### src/hdl/bpa_pkg.sv
package bpa_pkg;

	// Order registers hold 0 to ORDER_COUNT, up to 16.
	localparam int OW = 5;
	// Wide enough for any frame index, any frame count and any buddy address.
	localparam int EW = 18;

	localparam logic CMD_ALLOC = 1'b0;
	localparam logic CMD_FREE  = 1'b1;

	localparam logic [1:0] RS_OK    = 2'd0;
	localparam logic [1:0] RS_OOM   = 2'd1;
	localparam logic [1:0] RS_DFREE = 2'd2;

	typedef enum logic [4:0] {
		S_CLEAR,
		S_IDLE,
		S_A_SCAN,
		S_A_TAKE,
		S_A_FIXN,
		S_A_SPLIT,
		S_A_PUSH,
		S_A_LINK,
		S_F_RD,
		S_F_CHK,
		S_F_BUD,
		S_F_BCHK,
		S_F_UNP,
		S_F_UNN,
		S_F_LINK,
		S_OUT
	} state_t;

	typedef enum logic [4:0] {
		OP_NONE,
		OP_CLEAR,
		OP_LOAD,
		OP_SCAN,
		OP_POP_RD,
		OP_POP_TAKE,
		OP_POP_FIX,
		OP_DEC,
		OP_SPLIT_PUSH,
		OP_LINK_FIX,
		OP_ALLOC_FIN,
		OP_OOM,
		OP_DFREE,
		OP_FREE_RD,
		OP_FREE_MARK,
		OP_BUD_RD,
		OP_BUD_TAKE,
		OP_UNLINK_P,
		OP_UNLINK_N,
		OP_PUSH
	} dp_op_t;

	typedef struct packed {
		logic clear_last;
		logic ord_ge_count;
		logic head_empty;
		logic split_more;
		logic idx_bad;
		logic rd_in_use;
		logic merge_go;
		logic buddy_ok;
	} dp_stat_t;

	// Smallest k with 2**k >= cnt; a count of zero or one gives order 0.
	function automatic logic [OW-1:0] count_order(input logic [11:0] cnt);
		logic [11:0] c1;
		logic [OW-1:0] k;
		c1 = (cnt == 12'd0) ? 12'd0 : cnt - 12'd1;
		k = '0;
		for (int i = 0; i < 12; i++) begin
			if (c1[i]) begin
				k = OW'(i + 1);
			end
		end
		return k;
	endfunction

endpackage

### src/hdl/bpa_control.sv
module bpa_control import bpa_pkg::*; (
	input  logic     clk,
	input  logic     arst_n,
	input  logic     req_valid,
	input  logic     command,
	input  logic     rsp_stall,
	input  dp_stat_t stat,
	output dp_op_t   op,
	output logic     req_stall,
	output logic     rsp_valid
);

	state_t state_q, state_d;

	always_ff @(posedge clk or negedge arst_n) begin
		if (!arst_n) begin
			state_q <= S_CLEAR;
		end else begin
			state_q <= state_d;
		end
	end

	always_comb begin
		state_d = state_q;
		op = OP_NONE;
		unique case (state_q)
			S_CLEAR: begin
				op = OP_CLEAR;
				if (stat.clear_last) begin
					state_d = S_IDLE;
				end
			end
			S_IDLE: begin
				if (req_valid) begin
					op = OP_LOAD;
					state_d = (command == CMD_FREE) ? S_F_RD : S_A_SCAN;
				end
			end
			S_A_SCAN: begin
				priority if (stat.ord_ge_count) begin
					op = OP_OOM;
					state_d = S_OUT;
				end else if (stat.head_empty) begin
					op = OP_SCAN;
				end else begin
					op = OP_POP_RD;
					state_d = S_A_TAKE;
				end
			end
			S_A_TAKE: begin
				op = OP_POP_TAKE;
				state_d = S_A_FIXN;
			end
			S_A_FIXN: begin
				op = OP_POP_FIX;
				state_d = S_A_SPLIT;
			end
			S_A_SPLIT: begin
				if (stat.split_more) begin
					op = OP_DEC;
					state_d = S_A_PUSH;
				end else begin
					op = OP_ALLOC_FIN;
					state_d = S_OUT;
				end
			end
			S_A_PUSH: begin
				op = OP_SPLIT_PUSH;
				state_d = S_A_LINK;
			end
			S_A_LINK: begin
				op = OP_LINK_FIX;
				state_d = S_A_SPLIT;
			end
			S_F_RD: begin
				if (stat.idx_bad) begin
					op = OP_DFREE;
					state_d = S_OUT;
				end else begin
					op = OP_FREE_RD;
					state_d = S_F_CHK;
				end
			end
			S_F_CHK: begin
				if (!stat.rd_in_use) begin
					op = OP_DFREE;
					state_d = S_OUT;
				end else begin
					op = OP_FREE_MARK;
					state_d = S_F_BUD;
				end
			end
			S_F_BUD: begin
				if (stat.merge_go) begin
					op = OP_BUD_RD;
					state_d = S_F_BCHK;
				end else begin
					op = OP_PUSH;
					state_d = S_F_LINK;
				end
			end
			S_F_BCHK: begin
				if (stat.buddy_ok) begin
					op = OP_BUD_TAKE;
					state_d = S_F_UNP;
				end else begin
					op = OP_PUSH;
					state_d = S_F_LINK;
				end
			end
			S_F_UNP: begin
				op = OP_UNLINK_P;
				state_d = S_F_UNN;
			end
			S_F_UNN: begin
				op = OP_UNLINK_N;
				state_d = S_F_BUD;
			end
			S_F_LINK: begin
				op = OP_LINK_FIX;
				state_d = S_OUT;
			end
			S_OUT: begin
				if (!rsp_stall) begin
					state_d = S_IDLE;
				end
			end
			default: begin
				state_d = S_IDLE;
			end
		endcase
	end

	assign req_stall = (state_q != S_IDLE);
	assign rsp_valid = (state_q == S_OUT);

endmodule

### config.mk
export PLATFORM = sky130hd
export DESIGN_NAME = bpa_control
export DESIGN_NICKNAME = d
export VERILOG_FILES = /design/src/hdl/bpa_pkg.sv /design/src/hdl/bpa_control.sv
export SDC_FILE = /design/constraint.sdc
export NUM_CORES = 1
export LEC_CHECK = 0
export BUFFER_PORTS_ARGS = -buffer_cell sky130_fd_sc_hd__buf_2
export CORE_AREA = 2 2 39 41
export DETAILED_ROUTE_END_ITERATION = 6
export DIE_AREA = 0 0 41 43
export PLACE_DENSITY = 0.71
export SLEW_MARGIN = 20
export SYNTH_ARGS = -nofsm -noshare
export SYNTH_HDL_FRONTEND = slang
export SYNTH_SLANG_ARGS = --single-unit
### constraint.sdc
create_clock -name clk -period 2.4 [get_ports clk]
set_input_delay 0.12 -clock clk [delete_from_list [all_inputs] [get_ports clk]]
set_output_delay 0.12 -clock clk [all_outputs]
set_load 0.1 [all_outputs]
==> results.py, run 1 <==
metrics = {
    "setup_path": {
        "reg2reg_to": "state_q[0]$_DFFE_PN0P_",
        "r2r_setup_slack_ps": 640,
        "crit_type": "reg2out",
        "start_kind": "flop",
        "cp_max_fo": 17,
        "reg2reg_depth": 5,
        "cp.required_ps": 2280,
        "cp-end-kind": "primary output",
        "rr_startpoint": "state_q[3]$_DFFE_PN0P_",
        "arrival_ps": 1980,
    },
    "floorplan": {
        "core_area_um2": 1384,
        "rows": 14,
        "die_w_um": 41,
        "fp.dieH_um": 43,
        "start_util_pct": 45.12,
        "io_pins": 20,
        "dieArea_um2": 1763,
    },
    "final_layout": {
        "largest_reg_flops": 4,
        "drive_above_1_share_pct": 28.70,
        "regArea_um2": 100.1,
        "top_register": "state_q",
        "reg_top3": "state_q: 4 flops",
        "mostFrequentLayoutCells": "19 x buf_2, 11 x nand2_1, 8 x a21oi_1",
        "multi_input_area_um2": 445.4,
        "final_common_cell": "buf_2",
        "antennaDiodeCount": 0,
        "fin_util_pct": 54.16,
        "finalInstanceArea_um2": 749.5,
        "fillerInstances": 147,
        "area_growth_pct": 20.04,
        "nNetsFinal": 123,
    },
    "synth": {
        "synth_edf_count": 0,
        "ys_ff_latch": 4,
        "avgSynthCellArea_um2": 6.937,
        "syn_area_um2": 624.3,
        "synth.yosys.warnings": 0,
        "ys_top_cells_by_area": "dfrtp_1 16%, nand2_1 6.6%, a21oi_1 6.4%",
        "postSynthCellCount": 90,
        "ys_async_sr_fraction_pct": 100.0,
        "synth_nets": 103,
        "synth_top_cell_by_area": "dfrtp_1",
        "synth_top_flop_cell": "dfrtp_1",
        "netlist.area_leader.share_pct": 16.03,
        "synth_cell_types": 40,
        "synth-seq-area-share_pct": 16.03,
    },
    "clock_tree": {
        "post-cts-setup-buffers": 0,
        "h-tree-depth": 1,
        "cts-root-buf": "clkbuf_4",
        "ctsHoldBuffers": 1,
        "path_clk_slew_ps": 40,
        "clkSinkCount": 4,
        "ctsResizeCount": 0,
        "clock_latency_ps": 240,
        "cts_tree": "yes",
        "clockBufferDepth": 2,
        "cts_buffers": 3,
    },
    "global_routing": {
        "antenna_found_initial": 0,
        "grt-ovfl-total": 0,
        "grt_max_degree": 18,
        "grt_pass1_vias": 656,
        "groute.usage.overall_pct": 22.41,
        "grt_pass1_wl_um": 2801,
    },
    "drt": {
        "wl_um": 1699,
        "post_drt_wl_per_cell_um": 13.70,
        "first_pass_iters": 4,
        "ant_nets": 0,
        "drt_iter0_drc": 17,
        "viasPerCell": 6.137,
        "drc": 0,
        "via_count": 761,
    },
    "place": {
        "gp_congestion": 0.8371,
        "io_buffers": 19,
        "placed_area_um2": 716.9,
        "post-dp-hpwl_um": 1288,
    },
    "sta": {
        "finalCritPeriodShare_pct": 87.40,
        "setup_viol": 0,
        "fin_skew_ps": 1.235,
        "max_freq_ghz": 0.4767,
        "worst_slew_pin_slew_ps": 500.0,
        "fin_worst_hold_slack_ps": 136.8,
        "rsz0062_at_grt": "false",
        "hold_viol": 0,
        "slew_headroom_pct": 66.67,
        "slew_viol_final": 0,
        "fin_tns_setup_ps": 0,
        "period_minus_slack_ps": 2098,
    },
    "worst_hold_path": {
        "worstHoldEndpoint": "state_q[3]$_DFFE_PN0P_",
        "min_path_cells": 3,
        "hp-class": "in2reg",
        "hold_start": "rsp_stall",
    },
    "job": {
        "cap_violations": 0,
    },
    "status": {
        "status": "finished, final reports clean",
    },
}
-- metal layers --
metal / GRT usage (%) / vias up / wire [µm]
met5: 0 / - / 0
met2: 33.13 / 35 / 792
met3: 2.618 / 4 / 103
li1: - / 377 / -
met4: 10.67 / 0 / 31
met1: 30.97 / 345 / 772
-- synth_stat cells (2+ instances only) --
| cell | instances |
|---|---|
| o31ai_1 | 2 |
| dfrtp_1 | 4 |
| o21ai_0 | 4 |
| o31a_1 | 2 |
| buf_4 | 2 |
| nor2_1 | 8 |
| nand2_1 | 11 |
| nor3_1 | 2 |
| inv_1 | 7 |
| a21o_1 | 2 |
| o22ai_1 | 2 |
| buf_2 | 5 |
| nor2b_1 | 2 |
| a21oi_1 | 8 |
| o211ai_1 | 4 |
-- kinds of logic after synthesis --
kind of cell,Yosys count,synth area share (%)
multiplexers,1,1.603
buffers and inverters,16,13.02
AO/OA/AOI/OAI,37,42.69
AND/OR/NAND/NOR,32,26.65
flip-flops,4,16.03
-- area by class of cell --
class,instances,area share [%]
Inverter,7,3.506
Sequential cell,4,13.36
Multi-Input combinational cell,70,59.43
Tap cell,16,2.671
Clock buffer,3,3.005
Timing Repair Buffer,24,18.03
-- per-stage QoR --
stage                     instances  setup WS, ps
after floorplan                  90        -37.78
after global placement          120         591.0
after detailed placement        120         564.7
after CTS                       124         299.6
after global routing            124         135.8
final                           124         302.4
-- worst max-delay path, stage by stage, from the launching register on --
cell	delay [ps]
dfrtp_1	550
buf_4	250
nor3b_2	180
a32oi_1	100
o221ai_1	200
buf_2	460
-- how the worst max path moves through the flow --
stage | start | to | slack [ps] | cells past startpoint
floorplan | state_q[3]$_DFFE_PN0P_ | op[1] | -40 | 5
CTS | state_q[2]$_DFFE_PN0P_ | op[3] | 300 | 5
global placement | state_q[2]$_DFFE_PN0P_ | op[1] | 590 | 5
detailed placement | state_q[2]$_DFFE_PN0P_ | op[3] | 560 | 5
global route | state_q[2]$_DFFE_PN0P_ | op[3] | 140 | 5
finish | state_q[2]$_DFFE_PN0P_ | op[3] | 300 | 5
Power of run 1 is left out: the tool's default activity adds up to more than one toggle a clock period on the data nets, which glitch-free logic cannot reach.
==> run 2, diff against run 1 <==
==> constraint.sdc (replaced) <==
create_clock -name clk -period 2.1 [get_ports clk]
set_input_delay 0.105 -clock clk [delete_from_list [all_inputs] [get_ports clk]]
set_output_delay 0.105 -clock clk [all_outputs]
set_load 0.1 [all_outputs]
==> run 2 against run 1 <==
Die area did not move; critical path depth is the same; non-clock buffer count is 2 higher; setup slack lost 180 ps; sequential cell count unchanged; hold slack improved by 2.6 ps; critical endpoint is now op[1].
==> results.py, run 2 (same netlist as run 1, synthesis figures left out) <==
metrics = {
    "drt": {
        "drc": 0,
        "drt_iter0_drc": 19,
        "via_count": 766,
        "ant_nets": 0,
        "post_drt_wl_per_cell_um": 14.13,
        "viasPerCell": 6.079,
        "wl_um": 1780,
        "first_pass_iters": 5,
    },
    "place": {
        "io_buffers": 19,
        "dp_slack_ps": 393.2,
        "post-dp-hpwl_um": 1393,
        "gp_congestion": 0.8762,
    },
    "setup_path": {
        "r2r_setup_slack_ps": 370,
        "rr_startpoint": "state_q[2]$_DFFE_PN0P_",
        "cp_max_fo": 16,
        "reg2reg_to": "state_q[0]$_DFFE_PN0P_",
        "cp-end-kind": "primary output",
        "crit_type": "reg2out",
        "slowest_stage": "dfrtp_1",
        "max_stage_delay_ps": 650,
        "start_kind": "flop",
        "crit_chain": "inv_1 -> nor2_2 -> a21oi_1 -> o211ai_1 -> buf_12",
        "cp.required_ps": 2000,
        "reg2reg_depth": 5,
        "arrival_ps": 1880,
    },
    "worst_hold_path": {
        "worstHoldEndpoint": "state_q[3]$_DFFE_PN0P_",
        "hold_start": "rsp_stall",
        "hp-class": "in2reg",
        "min_path_cells": 3,
    },
    "sta": {
        "fin_ws_ps": 118.5,
        "slew_viol_final": 0,
        "finalCritPeriodShare_pct": 94.36,
        "fin_skew_ps": 4.739,
        "max_freq_ghz": 0.5047,
        "rsz0062_at_grt": "false",
        "hold_viol": 0,
        "worst_slew_pin_slew_ps": 511.1,
        "slew_headroom_pct": 65.93,
        "setup_viol": 0,
        "period_minus_slack_ps": 1981,
    },
    "floorplan": {
        "die_w_um": 41,
        "start_util_pct": 45.12,
        "dieArea_um2": 1763,
        "rows": 14,
        "io_pins": 20,
        "fp.dieH_um": 43,
        "core_area_um2": 1384,
    },
    "status": {
        "status": "finished, final reports clean",
    },
    "clock_tree": {
        "clock_latency_ps": 230,
        "cts-root-buf": "clkbuf_4",
        "post-cts-setup-buffers": 0,
        "cts_buffers": 3,
        "path_clk_slew_ps": 40,
        "clockBufferDepth": 2,
        "h-tree-depth": 1,
        "cts_tree": "yes",
        "clkSinkCount": 4,
    },
    "global_routing": {
        "grt_max_degree": 17,
        "groute.usage.overall_pct": 23.20,
        "grt_pass1_vias": 695,
        "grt_pass1_wl_um": 2925,
        "antenna_found_initial": 0,
        "grt-ovfl-total": 0,
    },
    "final_layout": {
        "fin_util_pct": 58.86,
        "final_common_cell": "buf_2",
        "top_register": "state_q",
        "multi_input_area_um2": 447.9,
        "regArea_um2": 100.1,
        "fillerInstances": 138,
        "mostFrequentLayoutCells": "15 x buf_2, 11 x nand2_1, 8 x a21oi_1",
        "reg_top3": "state_q: 4 flops",
        "largest_reg_flops": 4,
        "drive_above_1_share_pct": 30.91,
        "area_growth_pct": 30.46,
        "antennaDiodeCount": 0,
        "nNetsFinal": 125,
    },
    "job": {
        "cap_violations": 0,
    },
}
==> run 2: repair_timing <==
| item | in CTS | in global routing |
|---|---|---|
| hold buffers | 1 | 0 |
| setup endpoints to repair | 0 | 1 |
| gates resized for setup | 0 | 1 |
| hold endpoints to repair | 4 | 0 |
==> run 2: through the flow <==
| step | TNS [ps] | area [µm²] | hold WS, ps | std cells |
|---|---|---|---|---|
| after floorplan | -880.7 | 639.4 | -190.6 | 90 |
| after global placement | 0 | 779.5 | -85.32 | 122 |
| after detailed placement | 0 | 779.5 | -80.05 | 122 |
| after CTS | 0 | 812.0 | 132.7 | 126 |
| after global routing | 0 | 814.5 | 160.8 | 126 |
| final | 0 | 814.5 | 139.5 | 126 |
==> run 2: layer usage <==
layer | vias to the layer above | share of wire [%] | global-route usage, %
met2 | 33 | 49 | 35.00
met4 | 0 | 1.7 | 13.33
li1 | 377 | - | -
met1 | 352 | 42 | 30.48
met5 | - | 0 | 0
met3 | 4 | 6.6 | 2.094
==> run 2: area by class of cell <==
| type | count | share of cell area, % |
|---|---|---|
| flip-flops and latches | 4 | 12.29 |
| well taps | 16 | 2.458 |
| inverters | 7 | 3.226 |
| clock buffers | 3 | 2.765 |
| repair buffers | 26 | 24.27 |
| multi-input cells | 70 | 54.99 |
==> run 2: worst max path at each step <==
| stage | slack, ps | end | depth (start not counted) | start |
|---|---|---|---|---|
| after floorplan | -320 | op[1] | 5 | state_q[3]$_DFFE_PN0P_ |
| after global placement | 390 | op[1] | 5 | state_q[2]$_DFFE_PN0P_ |
| after detailed placement | 390 | op[4] | 5 | state_q[0]$_DFFE_PN0P_ |
| after CTS | 120 | op[4] | 5 | state_q[0]$_DFFE_PN0P_ |
| after global routing | 10 | op[1] | 5 | state_q[2]$_DFFE_PN0P_ |
| final | 120 | op[1] | 5 | state_q[2]$_DFFE_PN0P_ |
==> run 2: critical path: cells and delay by family (launching register included) <==
family / cells / cell delay (ps)
AND/OR/NAND/NOR: 1 / 220
AO/OA/AOI/OAI: 2 / 350
flip-flops: 1 / 650
buffers and inverters: 2 / 410
Power of run 2 is left out for the same reason.
==> run 3, diff against run 2 <==
--- a/config.mk
+++ b/config.mk
@@ -5,11 +5,11 @@
 export SDC_FILE = /design/constraint.sdc
 export NUM_CORES = 1
 export LEC_CHECK = 0
+export ABC_AREA = 1
 export BUFFER_PORTS_ARGS = -buffer_cell sky130_fd_sc_hd__buf_2
-export CORE_AREA = 2 2 39 41
+export CORE_UTILIZATION = 49
 export DETAILED_ROUTE_END_ITERATION = 6
-export DIE_AREA = 0 0 41 43
-export PLACE_DENSITY = 0.71
+export PLACE_DENSITY = 0.73
 export SLEW_MARGIN = 20
 export SYNTH_ARGS = -nofsm -noshare
 export SYNTH_HDL_FRONTEND = slang
==> run 3 against run 2 <==
Synthesized area grew 2.8%; critical path depth grew 1; sequential share of layout area grew 0.21 points; sequential cell count is the same; non-clock buffer count shrank 6; synthesized cell count grew 32%; setup slack lost 17 ps; clock-buffer cell count is the same; register-to-register slack gained 180 ps; largest cell class unchanged.
==> results.py, run 3 <==
metrics = {
    "global_routing": {
        "grt_pass1_vias": 621,
        "grt-ovfl-total": 0,
        "grt_pass1_wl_um": 2766,
        "antenna_found_initial": 0,
        "grt_max_degree": 9,
        "groute.usage.overall_pct": 28.21,
    },
    "synth": {
        "synth_edf_count": 0,
        "ys_top_cells_by_area": "nand2_1 25%, dfrtp_1 16%, inv_1 9.4%",
        "synth_commonest_cells": "43 x nand2_1, 16 x inv_1, 15 x nor2_1",
        "synth_nets": 132,
        "syn_area_um2": 641.9,
        "avgSynthCellArea_um2": 5.394,
        "ys_ff_latch": 4,
        "synth_top_cell_by_area": "nand2_1",
        "postSynthCellCount": 119,
        "ys_async_sr_fraction_pct": 100.0,
        "synth.most_common_cell": "nand2_1",
        "synth.yosys.warnings": 0,
        "netlist.area_leader.share_pct": 25.15,
        "synth_top_flop_cell": "dfrtp_1",
        "synth-seq-area-share_pct": 15.59,
        "synth_cell_types": 23,
    },
    "sta": {
        "finalCritPeriodShare_pct": 95.15,
        "worst_slew_pin_slew_ps": 473.2,
        "rsz0062_at_grt": "false",
        "fin_tns_setup_ps": 0,
        "max_freq_ghz": 0.5005,
        "hold_viol": 0,
        "slew_viol_final": 0,
        "period_minus_slack_ps": 1998,
        "fin_worst_hold_slack_ps": 177.9,
        "slew_headroom_pct": 68.34,
        "setup_viol": 0,
        "fin_skew_ps": 4.939,
    },
    "place": {
        "post-dp-hpwl_um": 1468,
        "placed_area_um2": 760.7,
        "placed_cells": 152,
        "gp_congestion": 0.9742,
        "io_buffers": 19,
    },
    "drt": {
        "wl_um": 1838,
        "ant_nets": 0,
        "drc": 0,
        "post_drt_wl_per_cell_um": 11.78,
        "viasPerCell": 5.263,
        "first_pass_iters": 4,
        "drt_iter0_drc": 43,
        "via_count": 821,
    },
    "final_layout": {
        "multi_input_area_um2": 469.2,
        "drive_above_1_share_pct": 30.28,
        "fin_cells": 156,
        "reg_top3": "state_q: 4 flops",
        "finalInstanceArea_um2": 800.8,
        "mostFrequentLayoutCells": "43 x nand2_1, 16 x inv_1, 16 x buf_2",
        "top_register": "state_q",
        "regArea_um2": 100.1,
        "final_common_cell": "nand2_1",
        "nNetsFinal": 157,
        "antennaDiodeCount": 0,
        "area_growth_pct": 24.76,
        "fillerInstances": 108,
        "largest_reg_flops": 4,
    },
    "setup_path": {
        "cp-end-kind": "primary output",
        "rr_startpoint": "state_q[3]$_DFFE_PN0P_",
        "arrival_ps": 1890,
        "cp_max_fo": 7,
        "start_kind": "flop",
        "reg2reg_to": "state_q[3]$_DFFE_PN0P_",
        "cp.required_ps": 2000,
        "r2r_setup_slack_ps": 550,
        "crit_type": "reg2out",
        "reg2reg_depth": 6,
    },
    "floorplan": {
        "start_util_pct": 55.52,
        "die_w_um": 38.19,
        "fp.dieH_um": 38.19,
        "dieArea_um2": 1458,
        "io_pins": 20,
        "rows": 12,
        "core_area_um2": 1156,
    },
    "clock_tree": {
        "cts_tree": "yes",
        "cts-root-buf": "clkbuf_4",
        "clkSinkCount": 4,
        "cts_buffers": 3,
        "clockBufferDepth": 2,
        "h-tree-depth": 1,
        "path_clk_slew_ps": 40,
        "clock_latency_ps": 240,
    },
    "worst_hold_path": {
        "hold_start": "rsp_stall",
        "hp-class": "in2reg",
        "worstHoldEndpoint": "state_q[3]$_DFFE_PN0P_",
        "min_path_cells": 3,
    },
    "status": {
        "status": "finished, final reports clean",
    },
    "job": {
        "cap_violations": 0,
    },
}
==> run 3: cell count changes after synthesis, sizes merged, moves of 4 or more <==
cell,delta
a21oi,-5
buf,-8
inv,+12
nand2,+38
nand3,+8
nor2,+12
o211ai,-4
==> run 3: metrics by stage <==
| step | setup WS, ps | utilization (%) |
|---|---|---|
| floorplan | 131.2 | - |
| global placement | 340.3 | 65.80 |
| detailed placement | 351.5 | 65.80 |
| CTS | 100.9 | 68.61 |
| global route | 21.14 | 69.26 |
| finish | 101.9 | 69.26 |
==> run 3: worst max-delay path by stage <==
stage | slack (ps) | cells after the start | from | end
3_3_place_gp | 340 | 7 | state_q[3]$_DFFE_PN0P_ | op[3]
3_5_place_dp | 350 | 7 | state_q[3]$_DFFE_PN0P_ | op[3]
4_1_cts | 100 | 7 | state_q[3]$_DFFE_PN0P_ | op[3]
6_report | 100 | 6 | state_q[3]$_DFFE_PN0P_ | op[0]
5_1_grt | 20 | 7 | state_q[1]$_DFFE_PN0P_ | op[0]
2_1_floorplan | 130 | 5 | state_q[1]$_DFFE_PN0P_ | op[1]
==> run 3: cell type report <==
class / count / share of cell area, %
clock buffer: 3 / 2.812
inverter: 20 / 9.844
multi-input combinational: 95 / 58.59
sequential: 4 / 12.50
tap: 14 / 2.188
timing repair buffer: 20 / 14.06
==> run 3: cell families (layout without fill, tap and decap cells) <==
logic type	Yosys count	after routing	synth area share, %
simple gates	83	83	59.45
compound gates	12	12	12.67
buf+inv	20	43	12.28
flops	4	4	15.60
==> run 3: worst max-delay path, stage by stage (launching register included) <==
cell and delay, ps:
dfrtp_1 430, nor2_1 400, nand2_1 190, nand2_1 110, nor3_1 50, nand3_1 60, buf_2 420
==> run 3: layer usage <==
layer	track usage [%]	up-vias	wire (µm)
met4	10.71	0	0
li1	-	420	-
met3	0	0	212
met5	0	-	0
met1	38.71	354	749
met2	47.03	47	876
==> run 3: what timing repair did <==
| item | 4_1_cts | 5_1_grt |
|---|---|---|
| hold buffers | 1 | 0 |
| setup endpoints to repair | 0 | 3 |
| endpoints found under the hold margin | 4 | 0 |
| gates resized for setup | 0 | 3 |
| setup buffers | 0 | 0 |
Power of run 3 is left out for the same reason.
